## src/rtl/core/hti_pkg.sv

```systemverilog
`timescale 1ns / 1ps
`default_nettype none
// ----------------------------------------------------------------------------
// hti_pkg
// shared types and constants for the hash to inverted target pipeline
// ----------------------------------------------------------------------------
package hti_pkg;

  localparam int WORD_W      = 32;
  localparam int HASH_WORDS  = 8;
  localparam int HASH_W      = WORD_W * HASH_WORDS;
  localparam int ZEROS_W     = 10;
  localparam int MANT_W      = 22;
  localparam int CFG_ADDR_W  = 1;
  localparam int CFG_DATA_W  = 22;
  localparam int OUT_W       = 32;

  // quotient bits 32 down to 8 are kept
  localparam int DIV_STEPS   = 25;

  localparam logic [CFG_ADDR_W-1:0] REG_TARGET_ZEROS    = 1'd0;
  localparam logic [CFG_ADDR_W-1:0] REG_TARGET_MANTISSA = 1'd1;

  localparam logic [ZEROS_W-1:0] TARGET_ZEROS_RESET    = 10'd0;
  localparam logic [MANT_W-1:0]  TARGET_MANTISSA_RESET = 22'd2097152;

  localparam logic [OUT_W-1:0]   FAIL_CODE      = 32'hFFFF_FFFF;
  localparam logic [OUT_W-1:0]   SATURATED_CODE = 32'h0080_0000;
  localparam logic [ZEROS_W-1:0] ZERO_LIMIT     = 10'd255;

  typedef struct packed {
    logic [WORD_W-1:0]    rem;
    logic [WORD_W-1:0]    mant;
    logic [DIV_STEPS-1:0] quot;
    logic [ZEROS_W-1:0]   zeros;
    logic                 fail;
  } div_item_t;

endpackage
`default_nettype wire

```

## src/rtl/core/hti_div_step.sv

```systemverilog
`timescale 1ns / 1ps
`default_nettype none
// ----------------------------------------------------------------------------
// hti_div_step
// one restoring division stage, one quotient bit per stage
// ----------------------------------------------------------------------------
module hti_div_step (
  input  wire logic               clk,
  input  wire logic               rst,
  input  wire logic               en,
  input  wire logic               in_valid,
  input  wire hti_pkg::div_item_t in_item,
  output logic                    out_valid,
  output hti_pkg::div_item_t      out_item
);
  import hti_pkg::*;

  logic [WORD_W:0]   partial;
  logic [WORD_W+1:0] diff;
  logic              ge;
  div_item_t         item_next;

  always_comb begin
    partial = {in_item.rem, 1'b0};
    diff    = {1'b0, partial} - {2'b00, in_item.mant};
    ge      = ~diff[WORD_W+1];
    item_next       = in_item;
    item_next.rem   = ge ? diff[WORD_W-1:0] : partial[WORD_W-1:0];
    item_next.quot  = {in_item.quot[DIV_STEPS-2:0], ge};
  end

  always_ff @(posedge clk) begin
    if (rst) begin
      out_valid <= 1'b0;
    end else if (en) begin
      out_valid <= in_valid;
    end
  end

  always_ff @(posedge clk) begin
    if (en) begin
      out_item <= item_next;
    end
  end

endmodule
`default_nettype wire

```

## config.mk

```make
export PLATFORM = sky130hd
export DESIGN_NAME = hti_div_step
export DESIGN_NICKNAME = d
export VERILOG_FILES = /design/src/rtl/core/hti_pkg.sv /design/src/rtl/core/hti_div_step.sv
export SDC_FILE = /design/constraint.sdc
export NUM_CORES = 1
export LEC_CHECK = 0
export ABC_AREA = 1
export BUFFER_PORTS_ARGS = -buffer_cell sky130_fd_sc_hd__buf_2
export CAP_MARGIN = 25
export CORE_AREA = 2 2 121 123
export CTS_BUF_LIST = sky130_fd_sc_hd__clkbuf_4
export DETAILED_ROUTE_END_ITERATION = 12
export DIE_AREA = 0 0 123 125
export GPL_TIMING_DRIVEN = 0
export HOLD_SLACK_MARGIN = 0.06
export PLACE_DENSITY = 0.71
export SLEW_MARGIN = 10
export SYNTH_ARGS = -nofsm -noshare
export SYNTH_HDL_FRONTEND = slang
export SYNTH_SLANG_ARGS = --single-unit
export TNS_END_PERCENT = 100
```

## constraint.sdc

```tcl
create_clock -name clk -period 2.58 [get_ports clk]
set_clock_uncertainty 0.05 [all_clocks]
set_input_delay 0.516 -clock clk [delete_from_list [all_inputs] [get_ports clk]]
set_output_delay 0.516 -clock clk [all_outputs]
set_load 0.01 [all_outputs]
```

Yosys cells after proc, flatten, opt, wreduce, memory -nomap -nowiden
Index checks and enable logic that the tools add are counted.
- flip-flop bits (word level): 101
- input bits: 104
- word-level logic and storage cells: 10
- add/sub/neg operators: 1
- multiplexer cells: 1
- bitwise gates (word level): 1
- operators by type and width (operator ; number):
    $sub A33 B32 Y34 ; 1
    $mux W32 ; 1
    $not A1 Y1 ; 1

Longest topological paths before layout
- depth after elaboration: 2
- gate-level depth with buffers: 16
- gate-level depth less buffers: 14

Worst setup path after synthesis
No wires, ideal clock.
- path kind: input-to-reg
- from: input port in_item[38] in the netlist's numbering
- to: register out_item[88] in the netlist's numbering (data pin)
- arrival time: 1.843 ns
- path slack: 0.435 ns
- stages on the path: 16
- path buffers: 2
- cells stage by stage: inv_1 -> ha_1 -> buf_2 -> nand2_1 -> nand2_1 -> nand2_1 -> nand2_1 -> nand2_1 -> nand3_2 -> nand2_2 -> nand2_2 -> nand2_4 -> nand2_8 -> buf_12 -> nand3_2 -> nand2_1
- RTL lines (item ; line ; RTL):
    from (decl) ; hti_div_step.sv:12 ; input wire hti_pkg::div_item_t in_item,
    to (signal assigned) ; hti_div_step.sv:42 ; out_item <= item_next;
    to (decl) ; hti_div_step.sv:14 ; output hti_pkg::div_item_t out_item

==> summary.txt <==
Final layout
  • Synth-to-layout area growth: 22.8%
  • Fin nets: 1,097
  • Reg area: 3020 sq um
  • Post-Layout Inst Area: 7580 sq um
  • Number of diodes: 0
  • Fill count: 1,419
  • Share of layout cells above drive strength 1: 0.263
  • Area of the multi-input gates: 2500 sq um
  • Final Instance Count excl. Fillers: 1,150

Place
  • IO buf count: 203
  • Placed insts: 1,134
  • Final Wtd Congestion: 0.889
  • Post-DP HPWL: 13.0 mm
  • DP Area: 7440 sq um

Timing
  • Max Fclk: 461 MHz
  • Fin. Hold Viols: 0
  • Slew at the pin with the worst max-slew slack: 0.544 ns
  • Rel. slew slack: 0.637
  • Fin crit share: 0.841
  • Setup Viol. Count Final: 0
  • RSZ-0062 raised after global routing: no
  • Final Max Slew Viols: 0
  • Fin crit period: 2.17 ns

Synthesis
  • Syn Nets: 882
  • Syn Inst Count: 746
  • FF+latch count, synth: 101
  • Count of cell types in the netlist: 30
  • Cell accounting for the most synthesized area: edfxtp_1
  • Yosys warns: 0
  • Top cells by count, synth: 276 x nand2_1, 148 x inv_1, 100 x edfxtp_1
  • Seq/Total Area, Yosys: 0.490
  • Mapped Area: 6170 sq um
  • Async set-or-reset flop fraction in the synthesized netlist: 0
  • Prevailing post-synth register cell: edfxtp_1
  • Number of flops mapped to enable cells by yosys: 100
  • Synth top area cells: edfxtp_1 49%, nand2_1 17%, inv_1 9.0%, ha_1 6.3%, nand3_1 4.5%
  • Most frequent cell after synthesis: nand2_1
  • Synth Area per Inst: 8.27 sq um
  • Share of the synthesized area in the top cell type: 0.487

Clock tree
  • CTS hold repair buffers: 0
  • CTS Root Cell: clkbuf_4
  • Clk slew on worst S/H paths: 0.17 ns
  • Clk sinks: 101
  • TritonCTS clock tree: done
  • TritonCTS buffer count: 9
  • CTS resizes: 0
  • Clk_lat worst skew: 0.50 ns
  • Clk buf depth: 2
  • H-tree depth: 3
  • Post-CTS setup buffers: 0

Floorplan
  • Die Width: 123 um
  • CORE AREA: 14,200 sq um
  • Die span in y: 125 um
  • IO Count: 205
  • Initial core utilization: 0.434
  • Die Area: 15,400 sq um
  • Site row count: 44

Route
  • 1st-iter DRT viols: 321
  • Uppermost layer routed: met4
  • Initial DRT Pass Iterations: 5
  • Drc violations: 0
  • Routed len/inst: 13.8 um
  • Post-Route M1 WL: 7.08 mm
  • Post-route antenna net violation count: 0
  • Total via count in the routed design: 5,342
  • Via density: 4.65
  • Routed wire length: 15.9 mm
  • Met3 WL: 1.20 mm
  • Met2 wire len: 7.39 mm

Power and ir drop
  • Worst VDD drop: 0.204 mV
  • Pwr/cell area: 522 nW/um^2
  • Leak: 4.07 nW

Global route
  • Vias in the first global route: 5,144
  • Antenna violations before repair: 0
  • Largest net degree at the start of global routing: 65
  • First-pass GRT wire length: 24.7 mm
  • GRT Total Usage: 0.207
  • Total gr overflow: 0

Critical path
  • CP Launch Type: primary input
  • Cell mode on critical path: nand2_1
  • R2R depth: 2
  • Worst EP arrival: 2.39 ns
  • CP cell instances: buf_2 > inv_1 > fa_1 > nand3_1 > nand3_1 > nand2_1 > nand2_1 > nand2_1 > nand2_1 > nand2_1 > nand3b_1 > nand3_2 > nand2_1
  • Req. time, crit path: 2.80 ns
  • Critical path type: in -> reg
  • Worst-path maximum fanout: 5
  • CP max stage delay: 0.53 ns
  • CP max stage cell: fa_1
  • R2R setup slack: 1.95 ns
  • Endpoint class of the critical path: flop

Worst hold path
  • Worst hold path type: in -> reg
  • Hold Path Stages: 2

Run status
  • Outcome: finished clean

Run
  • MaxCap Viol Count: 0
[routing by layer]
layer | up-vias | GRT usage
met2 | 165 | 0.348
li1 | 2782 | -
met1 | 2377 | 0.266
met4 | 0 | 0.0575
met3 | 18 | 0.0479
met5 | - | 0
[worst max-delay path: cells and delay by family]
family	cells	cell delay (ns)
simple gates	10	1.14
buf+inv	2	0.19
fa+ha+maj	1	0.53
[registers in the layout, summed over array words and instances (netlist names)]
signal	cells
out_item	100
out_valid	1
[layout make-up]
| type | instances | share of cell area |
|---|---|---|
| timing repair buffer | 204 | 0.138 |
| tap | 184 | 0.0304 |
| inverter | 148 | 0.0733 |
| clock buffer | 9 | 0.00892 |
| buffer | 10 | 0.0114 |
| clock inverter | 7 | 0.00859 |
| sequential | 101 | 0.399 |
| multi-input combinational | 487 | 0.330 |
[cell usage in the layout, fill, tap and decap left out, drive strengths merged]
cell type	count
ha	31
xor2	14
nor2	42
clkinv	3
o21bai	1
nand4	6
nand2	281
nor3	5
edfxtp	100
mux2i	1
fa	1
nand3	67
clkbuf	9
nand3b	6
o21ai	1
and3	1
a21oi	21
and2	9
buf	214
dfxtp	1
inv	152
[report_power, final]
part           switching (mW)  internal (mW)
combinational           0.683          0.416
sequential             0.0371           2.00
clock                   0.592          0.224
[path summary, 6_finish.rpt]
kind	startpoint	endpoint
min reg2reg	out_valid	out_valid
max reg2reg	out_valid	out_valid
min	rst	out_valid
max	in_item[36]	out_item[96]
[cell families after synthesis]
group,after synthesis,synth area share
adders and majority gates,32,0.0661
and+or+nand+nor,417,0.298
DFF,101,0.490
xor gates and xnor gates,14,0.0199
muxes,1,0.00162
buffers and inverters,158,0.104
AOI/OAI and AO/OA,23,0.0197
[per-stage QoR]
step | power, mW | utilization | hold WS [ns] | setup TNS (ns) | worst slack (ns)
3_3_place_gp | 3.16 | 0.522 | 0.422 | -3.18 | -0.0782
3_5_place_dp | 3.18 | 0.524 | 0.435 | -0.0580 | -0.0578
5_1_grt | 4.20 | 0.533 | 0.0683 | 0 | 0.248
6_report | 3.95 | 0.533 | 0.0957 | 0 | 0.411
4_1_cts | 4.00 | 0.533 | 0.0625 | 0 | 0.474
2_1_floorplan | 2.74 | - | 0.478 | 0 | 0.435
(Power assumes the default switching activity.)
