[src/rtl/core/hti_pkg.sv]
`timescale 1ns / 1ps
`default_nettype none
// ----------------------------------------------------------------------------
// hti_pkg
// shared types and constants for the hash to inverted target pipeline
// ----------------------------------------------------------------------------
package hti_pkg;

  localparam int WORD_W      = 32;
  localparam int HASH_WORDS  = 8;
  localparam int HASH_W      = WORD_W * HASH_WORDS;
  localparam int ZEROS_W     = 10;
  localparam int MANT_W      = 22;
  localparam int CFG_ADDR_W  = 1;
  localparam int CFG_DATA_W  = 22;
  localparam int OUT_W       = 32;

  // quotient bits 32 down to 8 are kept
  localparam int DIV_STEPS   = 25;

  localparam logic [CFG_ADDR_W-1:0] REG_TARGET_ZEROS    = 1'd0;
  localparam logic [CFG_ADDR_W-1:0] REG_TARGET_MANTISSA = 1'd1;

  localparam logic [ZEROS_W-1:0] TARGET_ZEROS_RESET    = 10'd0;
  localparam logic [MANT_W-1:0]  TARGET_MANTISSA_RESET = 22'd2097152;

  localparam logic [OUT_W-1:0]   FAIL_CODE      = 32'hFFFF_FFFF;
  localparam logic [OUT_W-1:0]   SATURATED_CODE = 32'h0080_0000;
  localparam logic [ZEROS_W-1:0] ZERO_LIMIT     = 10'd255;

  typedef struct packed {
    logic [WORD_W-1:0]    rem;
    logic [WORD_W-1:0]    mant;
    logic [DIV_STEPS-1:0] quot;
    logic [ZEROS_W-1:0]   zeros;
    logic                 fail;
  } div_item_t;

endpackage
`default_nettype wire

[src/rtl/core/hti_pack.sv]
`timescale 1ns / 1ps
`default_nettype none
// ----------------------------------------------------------------------------
// hti_pack
// renormalize, build the code, output register with skid buffer
// ----------------------------------------------------------------------------
module hti_pack (
  input  wire logic                       clk,
  input  wire logic                       rst,
  input  wire logic                       in_valid,
  input  wire hti_pkg::div_item_t         in_item,
  output logic                            en,
  output logic                            skid_valid,
  output logic                            out_valid,
  input  wire logic                       out_ready,
  output logic [hti_pkg::OUT_W-1:0]       out_data
);
  import hti_pkg::*;

  logic               wide;
  logic [ZEROS_W-1:0] zeros_adj;
  logic [23:0]        mant24;
  logic [OUT_W-1:0]   code;

  always_comb begin
    wide      = in_item.quot[DIV_STEPS-1];
    zeros_adj = wide ? in_item.zeros - 10'd1 : in_item.zeros;
    mant24    = wide ? in_item.quot[DIV_STEPS-1:1] : in_item.quot[DIV_STEPS-2:0];
    if (in_item.fail || (wide && in_item.zeros == '0)) begin
      code = FAIL_CODE;
    end else if (zeros_adj >= ZERO_LIMIT) begin
      code = SATURATED_CODE;
    end else begin
      code = {~zeros_adj[7:0], mant24};
    end
  end

  logic [OUT_W-1:0] skid_data;
  logic             take;
  logic             push;

  assign en   = ~skid_valid;
  assign take = out_valid & out_ready;
  assign push = en & in_valid;

  always_ff @(posedge clk) begin
    if (rst) begin
      out_valid  <= 1'b0;
      skid_valid <= 1'b0;
    end else if (skid_valid) begin
      if (take) begin
        skid_valid <= 1'b0;
      end
    end else if (push) begin
      if (!out_valid || take) begin
        out_valid <= 1'b1;
      end else begin
        skid_valid <= 1'b1;
      end
    end else if (take) begin
      out_valid <= 1'b0;
    end
  end

  always_ff @(posedge clk) begin
    if (skid_valid) begin
      if (take) out_data <= skid_data;
    end else if (push) begin
      if (!out_valid || take) begin
        out_data <= code;
      end else begin
        skid_data <= code;
      end
    end
  end

endmodule
`default_nettype wire

[config.mk]
export PLATFORM = sky130hd
export DESIGN_NAME = hti_pack
export DESIGN_NICKNAME = d
export VERILOG_FILES = /design/src/rtl/core/hti_pkg.sv /design/src/rtl/core/hti_pack.sv
export SDC_FILE = /design/constraint.sdc
export NUM_CORES = 1
export LEC_CHECK = 0
export ABC_AREA = 1
export BUFFER_PORTS_ARGS = -buffer_cell sky130_fd_sc_hd__buf_2
export CORE_AREA = 3 3 94 96
export DETAILED_ROUTE_END_ITERATION = 16
export DIE_AREA = 0 0 97 99
export PLACE_DENSITY = 0.7
export SYNTH_ARGS = -nofsm -noshare
export SYNTH_HDL_FRONTEND = slang
export SYNTH_SLANG_ARGS = --single-unit
[constraint.sdc]
create_clock -name clk -period 2.4 [get_ports clk]
set_clock_uncertainty 0.1 [all_clocks]
set_input_delay 0.12 -clock clk [delete_from_list [all_inputs] [get_ports clk]]
set_output_delay 0.12 -clock clk [all_outputs]
set_load 0.01 [all_outputs]
# After elaboration in Yosys (flattened, before gate mapping)
# Cells that the tools add are included.
# Widths: inputs -> output; s select.
# word_totals
reg_bits	66
inputBits	104
out_inout_bits	35
wordCells	39
# op_classes
n_addsub	1
magnitude_cmp	1
n_eq_ne	2
mux	15
bitwise_logic	5
reduce_logical	11
# op_table
op	count
$mux 32	6
$mux 24	1
$ge 10x8->1 const B	1
$logic_not 10->1	1
$mux 10	1
$sub 10x1->10 const B	1
$reduce_and 3->1	3
$not 8->8	1
$mux 1	7
$reduce_bool 2->1	3
$ne 2x1->1 const B	2
$and 1x1->1	2
$logic_or 1x1->1	2
$not 1->1	2
$logic_and 1x1->1	1
$logic_not 1->1	1

# Longest topological paths before layout
# Gate-level depths: netlist (run 1).
# depth
depth_word	8
mapped_depth	16
depth_no_buf	14

# Worst setup path after synthesis (run 1)
# No wires, ideal clock.
# synth_path
kind	register to register
startpoint	register skid_valid
endpoint	register out_data[0] in the netlist's numbering (enable)
setup_time_ps	421
arrival_time_ps	2132
required_time_ps	1879
path_slack_ps	-253
stages_incl_launch_ff	7
n_path_buf	1
period_less_slack_ps	2653
path_cell_list	dfxtp_1 -> clkbuf_1 -> clkinv_1 -> nand2_1 -> inv_1 -> a21oi_1 -> nor2_1
# synth_via
elab_chain_cells	4
elab_cells_between_ends	6
cone_classes	eq/ne: 1; bitwise: 2; reduce/logical: 3
# synth_rtl
element	line	rtl
start, declared	hti_pack.sv:13	output logic skid_valid,
start signal, assigned	hti_pack.sv:49	skid_valid <= 1'b0;
start signal, assigned	hti_pack.sv:52	skid_valid <= 1'b0;
start signal, assigned	hti_pack.sv:58	skid_valid <= 1'b1;
$not 1->1 (no line)	--	
$and 1x1->1	hti_pack.sv:44	assign push = en & in_valid;
$reduce_bool 2->1 (no line)	--	
$reduce_and 3->1 (no line) (*)	--	
end signal, assigned	hti_pack.sv:67	if (take) out_data <= skid_data;
end signal, assigned	hti_pack.sv:70	out_data <= code;
end, declared	hti_pack.sv:16	output logic [hti_pkg::OUT_W-1:0] out_data
# Mark *: on every way between the ends. The rest lies on a longest branch, timed or not.
# A chain may end at the register's enable or synchronous reset.

# Worst setup path in the final report (run 1)
# layout_path
startpoint	register skid_valid
endpoint	register out_data[8] in the netlist's numbering (enable)
# Same word-level chain as after synthesis.

==> out/qor.txt, run 1 <==
# Post-CTS Setup Buffers - 0
Sequential Area - 1960 um^2
Pleak - 2.00 nW
Average footprint of a synthesized cell - 8.50 um^2
Number of global-route vias before repair - 2747
IO Port Bufs - 74
Max rail drop VDD - 0.244 mV
Met3 usage - 3.04%
Post-synth EDFFs - 64
GRT Total Usage - 16.1%
Post-DP HPWL - 5.31 mm
Worst reg2reg setup slack - 630 ps
Final ANT Viol Nets - 0
FILL cells - 750
Initial DRC Count - 126
Cell Rows - 33
Slew margin rel. - 67.0%
Inserted Clock Buffers - 9
H-tree depth - 3
Crit path launch - skid_valid$_SDFF_PP0_
Max-cap violation count - 0
Dpl ws - 374 ps
Dominant cell type by area after synthesis - edfxtp_1
Slew of the pin with the lowest slew margin - 493 ps
Global Route met2 Usage - 26.7%
Synth top area cells - edfxtp_1 (55%), nand2_1 (24%), nand3_1 (3.7%), nand3_2 (2.6%), inv_1 (2.4%)
Worst-case reg-to-reg path depth - 4
Levels on crit path - 4
Initial Utilization - 42.9%
RSZ-0062 raised after global routing - false
Synth warn - 0
Routed vias - 2899
Diodes inserted - 0
Worst Setup EP - out_data[8]$_DFFE_PP_
Final Max Slew Viols - 0
Critical path's top delay family - buffers and inverters
Clock Tree Buf Depth - 2
Total congestion overflow - 0
Placed cells - 581
CP Cell Sequence - buf_4 -> a21oi_1 -> nor2_4 -> buf_12
Run status - completed
Avg Vias per Cell - 4.85
Layout cells sized above 1 - 26.2%
CP startpoint kind - flop
Register area share after synthesis - 56.3%
Largest net degree at the start of global routing - 34
CTS tree - done
Clock latency on the worst-skew pair - 330 ps
Crit path buffers/inverters - 2
Clock root buffer - clkbuf_8
Post-synthesis cell type count - 25
PwrDens - 618 nW/um^2
Final wirelength - 7.55 mm
DRC - 0
Ys async rst share - 0%
CORE AREA - 8130 um^2
Clock transition at the registers of the reported paths - 70 ps
Area of the multi-input gates - 1340 um^2
Initial antenna violation count - 0
CP Max Fanout - 18
HP Class - in -> reg
Reg2reg end - out_data[8]$_DFFE_PP_
Die width - 97 um
# nets final - 595
Routed len/inst - 12.6 um
Setup crit end kind - flop
Mapped Cells - 410
Pre-antenna DRT Iters - 4
# IOs - 139
Mapped Area - 3490 um^2
Synth Flop Type - edfxtp_1
Clk sink count - 66
DIE AREA - 9600 um^2
Busiest layer in global routing - met2
Minimum clock period after layout - 1770 ps
WP data required - 2340 ps
Crit-path slowest cell - nor2_4
M1 GR Usage - 20.2%
Worst Slack Setup Final - 629 ps
Area Growth Syn to Fin - 20.9%
Critical path class - reg -> reg
Final setup fails - 0
Reg-to-Reg Start - skid_valid$_SDFF_PP0_
GPL Wtd Cong - 0.839
Fin crit share - 73.8%
CP arrival - 1720 ps
Fmax - 564 MHz
Yosys reg bits - 66
Top-area cell type share of the netlist area - 55.1%
Post-Syn Nets - 516
Non-Filler Instances - 598
Fin Setup TNS - 0 ps
Max incr delay on CP - 410 ps
Die Y - 99 um
First-pass GRT wire length - 12.6 mm
Fin. Hold Viols - 0
-- worst register-to-register path, cell delays in order, from the launching register on --
cell,delay [ps]
dfxtp_1,360
buf_4,230
a21oi_1,150
nor2_4,410
buf_12,240
-- how the worst min path moves through the flow --
stage | start | endpoint | depth (start not counted) | slack (ps)
2_1_floorplan | rst | skid_valid$_SDFF_PP0_ | 1 | 90
3_3_place_gp | rst | skid_valid$_SDFF_PP0_ | 2 | 190
3_5_place_dp | rst | skid_valid$_SDFF_PP0_ | 2 | 220
4_1_cts | in_item[0] | skid_data[24]$_DFFE_PP_ | 3 | 20
5_1_grt | in_item[0] | skid_data[24]$_DFFE_PP_ | 3 | 40
6_report | in_item[0] | skid_data[24]$_DFFE_PP_ | 3 | 20
-- synthesized netlist by cell type (2+ instances only) --
cell,instances
nor2_2,3
ha_1,2
nand2_2,11
nand3_1,26
inv_2,2
nand3_2,9
nand4_1,3
nor2_1,11
o21ai_1,2
clkbuf_1,11
o21ai_0,2
edfxtp_1,64
buf_6,4
nand2_1,221
buf_2,5
dfxtp_1,2
a21oi_1,2
inv_1,22
nor2_4,2
-- logic make-up after synthesis --
logic type | share of synthesized area, %
and+or+nand+nor | 35.6
DFF | 56.3
buffers and inverters | 6.10
AOI/OAI and AO/OA | 1.33
adders and majority gates | 0.718
-- placed cells by master (no fill, tap or decap), drive strengths merged, types with 2 or more instances in the layout --
cell / count
o21ai: 4
ha: 2
inv: 24
clkinv: 4
a21oi: 2
clkbuf: 11
nor2: 16
nand2: 232
dfxtp: 2
nand3: 35
buf: 87
nand4: 4
edfxtp: 64
dlygate4sd3: 2
-- metrics by stage --
stage          util, %  total power, W  cell area (um^2)  hold WS (ps)
2_1_floorplan        -         0.00161              3490          89.1
3_5_place_dp      49.4         0.00176              4020           217
4_1_cts           51.8         0.00262              4210          16.4
3_3_place_gp      49.4         0.00175              4020           190
6_report          51.8         0.00260              4210          24.9
5_1_grt           51.8         0.00271              4210          36.7
-- report_power, final --
group | total, W | switching (W) | internal [W]
registers | 0.00136 | 0.0000153 | 0.00134
logic | 0.000379 | 0.000241 | 0.000138
clock network | 0.000866 | 0.000398 | 0.000468
total | 0.00260 | 0.000654 | 0.00195
-- per-layer routing --
| layer | routed length (um) | up-vias |
|---|---|---|
| met1 | 3250 | 1315 |
| met5 | 0 | - |
| li1 | - | 1473 |
| met3 | 498 | 10 |
| met2 | 3690 | 101 |
| met4 | 119 | 0 |
-- repair_timing --
action / 4_1_cts / 5_1_grt
gates resized for setup: 0 / 0
hold endpoints to repair: 2 / 0
hold buffers: 2 / 0
-- flip-flops by register name, summed over array words and instances, names as in the netlist --
signal and cells:
out_data 32, skid_data 32, out_valid 1, skid_valid 1
-- layout make-up --
| type | instances | area share [%] |
|---|---|---|
| Clock buffer | 11 | 3.12 |
| Clock inverter | 4 | 1.04 |
| Inverter | 25 | 2.23 |
| Multi-Input combinational cell | 298 | 31.7 |
| Sequential cell | 66 | 46.6 |
| Tap cell | 105 | 3.12 |
| Timing Repair Buffer | 89 | 12.2 |
No activity file was read; power rests on OpenSTA's default activity.
==> run 2: changes to the inputs <==
==> constraint.sdc (replaced) <==
create_clock -name clk -period 1.5 [get_ports clk]
set_clock_uncertainty 0.1 [all_clocks]
set_input_delay 0.075 -clock clk [delete_from_list [all_inputs] [get_ports clk]]
set_output_delay 0.075 -clock clk [all_outputs]
set_load 0.01 [all_outputs]
==> run 2 against run 1 <==
Against the previous run: critical path depth is 12 higher; setup slack worse by 600 ps; cell count is 4.7% higher; non-clock buffer count is 28 higher; power is 65% higher; die area stayed put; clock power is 57% higher; flip-flop and latch count stayed put; critical endpoint is now out_data[15]$_DFFE_PP_; clock-buffer cell count is 1 lower; largest power group unchanged; routed wire length is 11% higher; largest cell class unchanged; sequential power is 60% higher; utilization is 7.6 points higher.
==> out/qor.txt, run 2 (synthesized netlist as in run 1, its figures left out) <==
Avg Vias per Cell - 4.85
Reg power frac - 50.6%
Cell Rows - 33
Clock transition at the registers of the reported paths - 70 ps
Final ANT Viol Nets - 0
Hold path cells - 5
Die width - 97 um
Initial DRC Count - 168
Fin crit share - 98.0%
Run status - completed
# IOs - 139
Worst hold slack - 23.9 ps
P_int - 0.00321 W
DIE AREA - 9600 um^2
Routed len/inst - 13.3 um
Pleak - 2.21 nW
Final wirelength - 8.35 mm
First-pass GRT wire length - 13.5 mm
Post-DP HPWL - 5.68 mm
Design Area, Final - 4830 um^2
Layout cells sized above 1 - 40.1%
DP Area - 4420 um^2
WP data required - 1480 ps
Inserted Clock Buffers - 9
Largest net degree at the start of global routing - 33
Comb pwr share - 17.8%
CTS tree - done
Net Switching - 0.00109 W
Slew margin rel. - 82.9%
IO Port Bufs - 74
Top flop regs - out_data (32), skid_data (32)
Initial Utilization - 42.9%
Most common cell after layout, fill and taps aside - nand2_1
Clock power share - 31.6%
Fin. Hold Viols - 0
CP Max Fanout - 7
Clock root buffer - clkbuf_8
Initial antenna violation count - 0
Minimum clock period after layout - 1470 ps
# nets final - 623
Clock Tree Buf Depth - 2
HP Class - in -> reg
Worst Slack Setup Final - 29.8 ps
GPL Wtd Cong - 0.815
Slew of the pin with the lowest slew margin - 254 ps
Area Growth Syn to Fin - 38.7%
CORE AREA - 8130 um^2
Number of global-route vias before repair - 2904
Clock latency on the worst-skew pair - 330 ps
Worst-case reg-to-reg path depth - 5
H-tree depth - 3
Max rail drop VDD - 0.374 mV
FILL cells - 714
Final setup fails - 0
Max-cap violation count - 0
Dpl ws - -405 ps
Setup crit end kind - flop
Clk sink count - 66
Die Y - 99 um
GRT Total Usage - 17.5%
Routed vias - 3036
Final Max Slew Viols - 0
Most frequent cells in the layout - nand2_1 (201), buf_2 (71), edfxtp_1 (64)
PwrDens - 889 nW/um^2
Critical path class - in -> reg
DRC - 0
Diodes inserted - 0
Total congestion overflow - 0
Pre-antenna DRT Iters - 4
CP startpoint kind - input port
Sw Share - 25.3%
Total chip power - 0.00430 W
Fmax - 680 MHz
Fin util - 59.4%
CP arrival - 1450 ps
RSZ-0062 raised after global routing - true
[run 2: area by class of cell]
type                    instances  area (um^2)  area share [%]
repair buffers                117          871            18.0
well taps                     105          131            2.72
flip-flops and latches         66         1960            40.6
multi-input cells             298         1570            32.5
clock inverters                 5         46.3           0.958
inverters                      25          123            2.54
clock buffers                  10          128            2.64
[run 2: worst paths after layout]
kind / startpoint / slack, ps / endpoint
worst max register to register: out_valid$_SDFFE_PP0P_ / 130 / skid_data[12]$_DFFE_PP_
worst max-delay path: in_item[2] / 30 / out_data[15]$_DFFE_PP_
worst min register to register: skid_data[4]$_DFFE_PP_ / 420 / out_data[4]$_DFFE_PP_
worst min-delay path: in_valid / 20 / skid_valid$_SDFF_PP0_
[run 2: routing by layer]
metal	part of all wire, %	wire length [um]	GRT usage (%)	vias up
li1	-	-	-	1533
met1	42	3530	21.2	1404
met2	51	4300	30.7	87
met3	4.7	394	3.18	12
met4	1.6	131	7.24	0
met5	0	0	0	-
[run 2: worst max-delay path, cell delays in order]
cell and delay, ps:
buf_12 110, inv_12 50, ha_4 190, inv_2 50, nand2_2 40, nand2_2 70
nand2_1 50, nor2_1 80, nand3_1 90, nor2_2 130, nand2_4 100, clkbuf_16 180
nand3_4 50, nand2_2 50, nand2_1 70, nand2_1 60
[run 2: per-stage QoR]
| stage | std cells | setup TNS [ps] |
|---|---|---|
| 3_3_place_gp | 602 | -17490 |
| 2_1_floorplan | 410 | -13270 |
| 3_5_place_dp | 602 | -19030 |
| 4_1_cts | 620 | 0 |
| 5_1_grt | 626 | -911 |
| 6_report | 626 | 0 |
[run 2: what timing repair did]
item,CTS,global route
gates cloned,0,3
hold buffers,3,0
setup endpoints to repair,27,57
pin swaps,0,11
endpoints found under the hold margin,3,0
resized for setup,3,33
setup buffers,0,3
[run 2: power groups by stage]
| stage | Clock, W | Combinational (W) | Sequential, W |
|---|---|---|---|
| 2_1_floorplan | 0 | 0.000358 | 0.00226 |
| 3_3_place_gp | 0 | 0.000702 | 0.00221 |
| 3_5_place_dp | 0 | 0.000719 | 0.00222 |
| 4_1_cts | 0.00140 | 0.000731 | 0.00218 |
| 5_1_grt | 0.00146 | 0.000852 | 0.00218 |
| 6_report | 0.00136 | 0.000766 | 0.00218 |
==> run 3: changes to the inputs <==
--- a/config.mk
+++ b/config.mk
@@ -11,6 +11,7 @@
 export DETAILED_ROUTE_END_ITERATION = 16
 export DIE_AREA = 0 0 97 99
 export PLACE_DENSITY = 0.7
+export RECOVER_POWER = 100
 export SYNTH_ARGS = -nofsm -noshare
 export SYNTH_HDL_FRONTEND = slang
 export SYNTH_SLANG_ARGS = --single-unit
==> run 3 against run 2 <==
Against the previous run: final area is 0.91% lower; global-route usage stayed put; flip-flop and latch count did not move; sequential power barely moved; setup slack improved by 1.7 ps; clock-buffer cell count unchanged; routed wire length is essentially flat; utilization decreased by 0.54 points; via count fell by 0.13%; largest cell class unchanged; worst hold slack better by 3.8 ps; first-iteration DRC count unchanged; combinational power down 3%.
==> out/qor.txt, run 3 (synthesized netlist as in run 1, its figures left out) <==
# IOs - 139
Most frequent cells in the layout - nand2_1 (201), edfxtp_1 (64), buf_2 (39)
CP Max Fanout - 7
Fin Setup TNS - 0 ps
Met3 usage - 3.18%
Hold path cells - 5
RSZ-0062 raised after global routing - true
Critical path's top delay family - simple AND/OR/NAND/NOR gates
GRT Total Usage - 17.5%
Worst Slack Setup Final - 31.6 ps
H-tree depth - 3
Final wirelength - 8.34 mm
Setup crit end kind - flop
Placed cells - 602
Post-DP HPWL - 5.68 mm
DIE AREA - 9600 um^2
Fmax - 681 MHz
Total congestion overflow - 0
Pre-antenna DRT Iters - 4
Clk sink count - 66
Worst reg2reg setup slack - 120 ps
Most common cell after layout, fill and taps aside - nand2_1
Pleak - 2.12 nW
Clock latency on the worst-skew pair - 330 ps
Worst hold slack - 27.7 ps
Largest net degree at the start of global routing - 33
Hold path startpoint - in_valid
Final ANT Viol Nets - 0
Number of global-route vias before repair - 2904
PwrDens - 895 nW/um^2
Clock Tree Buf Depth - 2
Final setup fails - 0
IO Port Bufs - 74
Max-cap violation count - 0
Top flop regs - out_data (32), skid_data (32)
Critical path class - in -> reg
Reg2reg end - skid_data[12]$_DFFE_PP_
Max rail drop VDD - 0.374 mV
Area Growth Syn to Fin - 37.4%
Hold EP - skid_valid$_SDFF_PP0_
Clock transition at the registers of the reported paths - 70 ps
Reg power frac - 50.8%
Diodes inserted - 0
Slew of the pin with the lowest slew margin - 254 ps
DP Area - 4420 um^2
Final Max Slew Viols - 0
Initial DRC Count - 168
Fin. Hold Viols - 0
Cell Rows - 33
WP data required - 1480 ps
Sw Share - 25.6%
DRC - 0
# nets final - 623
Max incr delay on CP - 190 ps
Avg Vias per Cell - 4.84
Clock root buffer - clkbuf_8
CP arrival - 1450 ps
CORE AREA - 8130 um^2
P_int - 0.00319 W
Global Route met2 Usage - 30.7%
Fin crit share - 97.9%
CP startpoint kind - input port
Slew margin rel. - 82.9%
Minimum clock period after layout - 1470 ps
GPL Wtd Cong - 0.815
Inserted Clock Buffers - 9
Crit-path slowest cell - ha_4
Design Area, Final - 4790 um^2
Routed vias - 3032
Non-Filler Instances - 626
Initial Utilization - 42.9%
Run status - completed
Initial antenna violation count - 0
CTS tree - done
Die Y - 99 um
Crit path buffers/inverters - 4
HP Class - in -> reg
M1 GR Usage - 21.2%
CP Cell Sequence - buf_12 -> inv_12 -> ha_4 -> inv_2 -> nand2_2 -> nand2_2 -> nand2_1 -> nor2_1 -> nand3_1 -> nor2_2 -> nand2_4 -> clkbuf_16 -> nand3_4 -> nand2_2 -> nand2_1 -> nand2_1
Worst-case reg-to-reg path depth - 5
Clock power share - 31.8%
Busiest layer in global routing - met2
Layout cells sized above 1 - 33.8%
Net Switching - 0.00110 W
First-pass GRT wire length - 13.5 mm
Die width - 97 um
Comb pwr share - 17.4%
Routed len/inst - 13.3 um
Reg-to-Reg Start - out_valid$_SDFFE_PP0P_
Dpl ws - -405 ps
run 3: cell types whose count changed in the layout (fill, tap and decap cells not counted):
cell,delta
buf_2,-32
buf_4,-1
clkbuf_1,+33
run 3: per-layer routing:
layer / part of all wire [%] / routed length, um / up-vias
met3: 5.1 / 427 / 9
met1: 42 / 3540 / 1392
li1: - / - / 1536
met4: 1.2 / 103 / 0
met2: 51 / 4280 / 95
met5: 0 / 0 / -
run 3: repair_timing:
action / CTS / global route
hold endpoints to repair: 3 / 0
endpoints found under the setup margin: 27 / 57
resized for setup: 3 / 33
hold buffers: 3 / 0
cloned: 0 / 3
setup buffers: 0 / 3
pin swaps: 0 / 11
run 3: final cells by class:
type / instances / area (um^2)
clock buffer: 10 / 128
clock inverter: 5 / 46.3
fill: 730 / 3340
inverter: 25 / 123
multi-input combinational: 298 / 1570
sequential: 66 / 1960
tap: 105 / 131
timing repair buffer: 117 / 827
run 3: how the worst max path moves through the flow:
stage | to | cells after the start | start | slack, ps
CTS | out_data[14]$_DFFE_PP_ | 16 | in_item[2] | 2
floorplan | out_data[0]$_DFFE_PP_ | 6 | skid_valid$_SDFF_PP0_ | -190
global placement | out_data[3]$_DFFE_PP_ | 16 | in_item[2] | -360
finish | out_data[15]$_DFFE_PP_ | 16 | in_item[2] | 30
detailed placement | out_data[14]$_DFFE_PP_ | 16 | in_item[2] | -410
global route | out_data[27]$_DFFE_PP_ | 16 | in_item[1] | -50
run 3: tightest hold or removal path: cells and delay by family:
family / cells / cell delay (ps)
AO/OA/AOI/OAI: 1 / 70
buffers and inverters: 2 / 140
AND/OR/NAND/NOR: 2 / 140
run 3: power groups by stage:
stage	Clock [W]	Sequential (W)	Combinational (W)
global placement	0	0.00221	0.000702
finish	0.00136	0.00218	0.000746
floorplan	0	0.00226	0.000358
CTS	0.00140	0.00218	0.000731
detailed placement	0	0.00222	0.000719
global route	0.00146	0.00219	0.000833
run 3: stage by stage:
stage                     util (%)  power [W]
final                         58.9    0.00429
after detailed placement      54.3    0.00293
after floorplan                  -    0.00261
after global placement        54.3    0.00292
after CTS                     56.9    0.00431
after global routing          58.9    0.00448
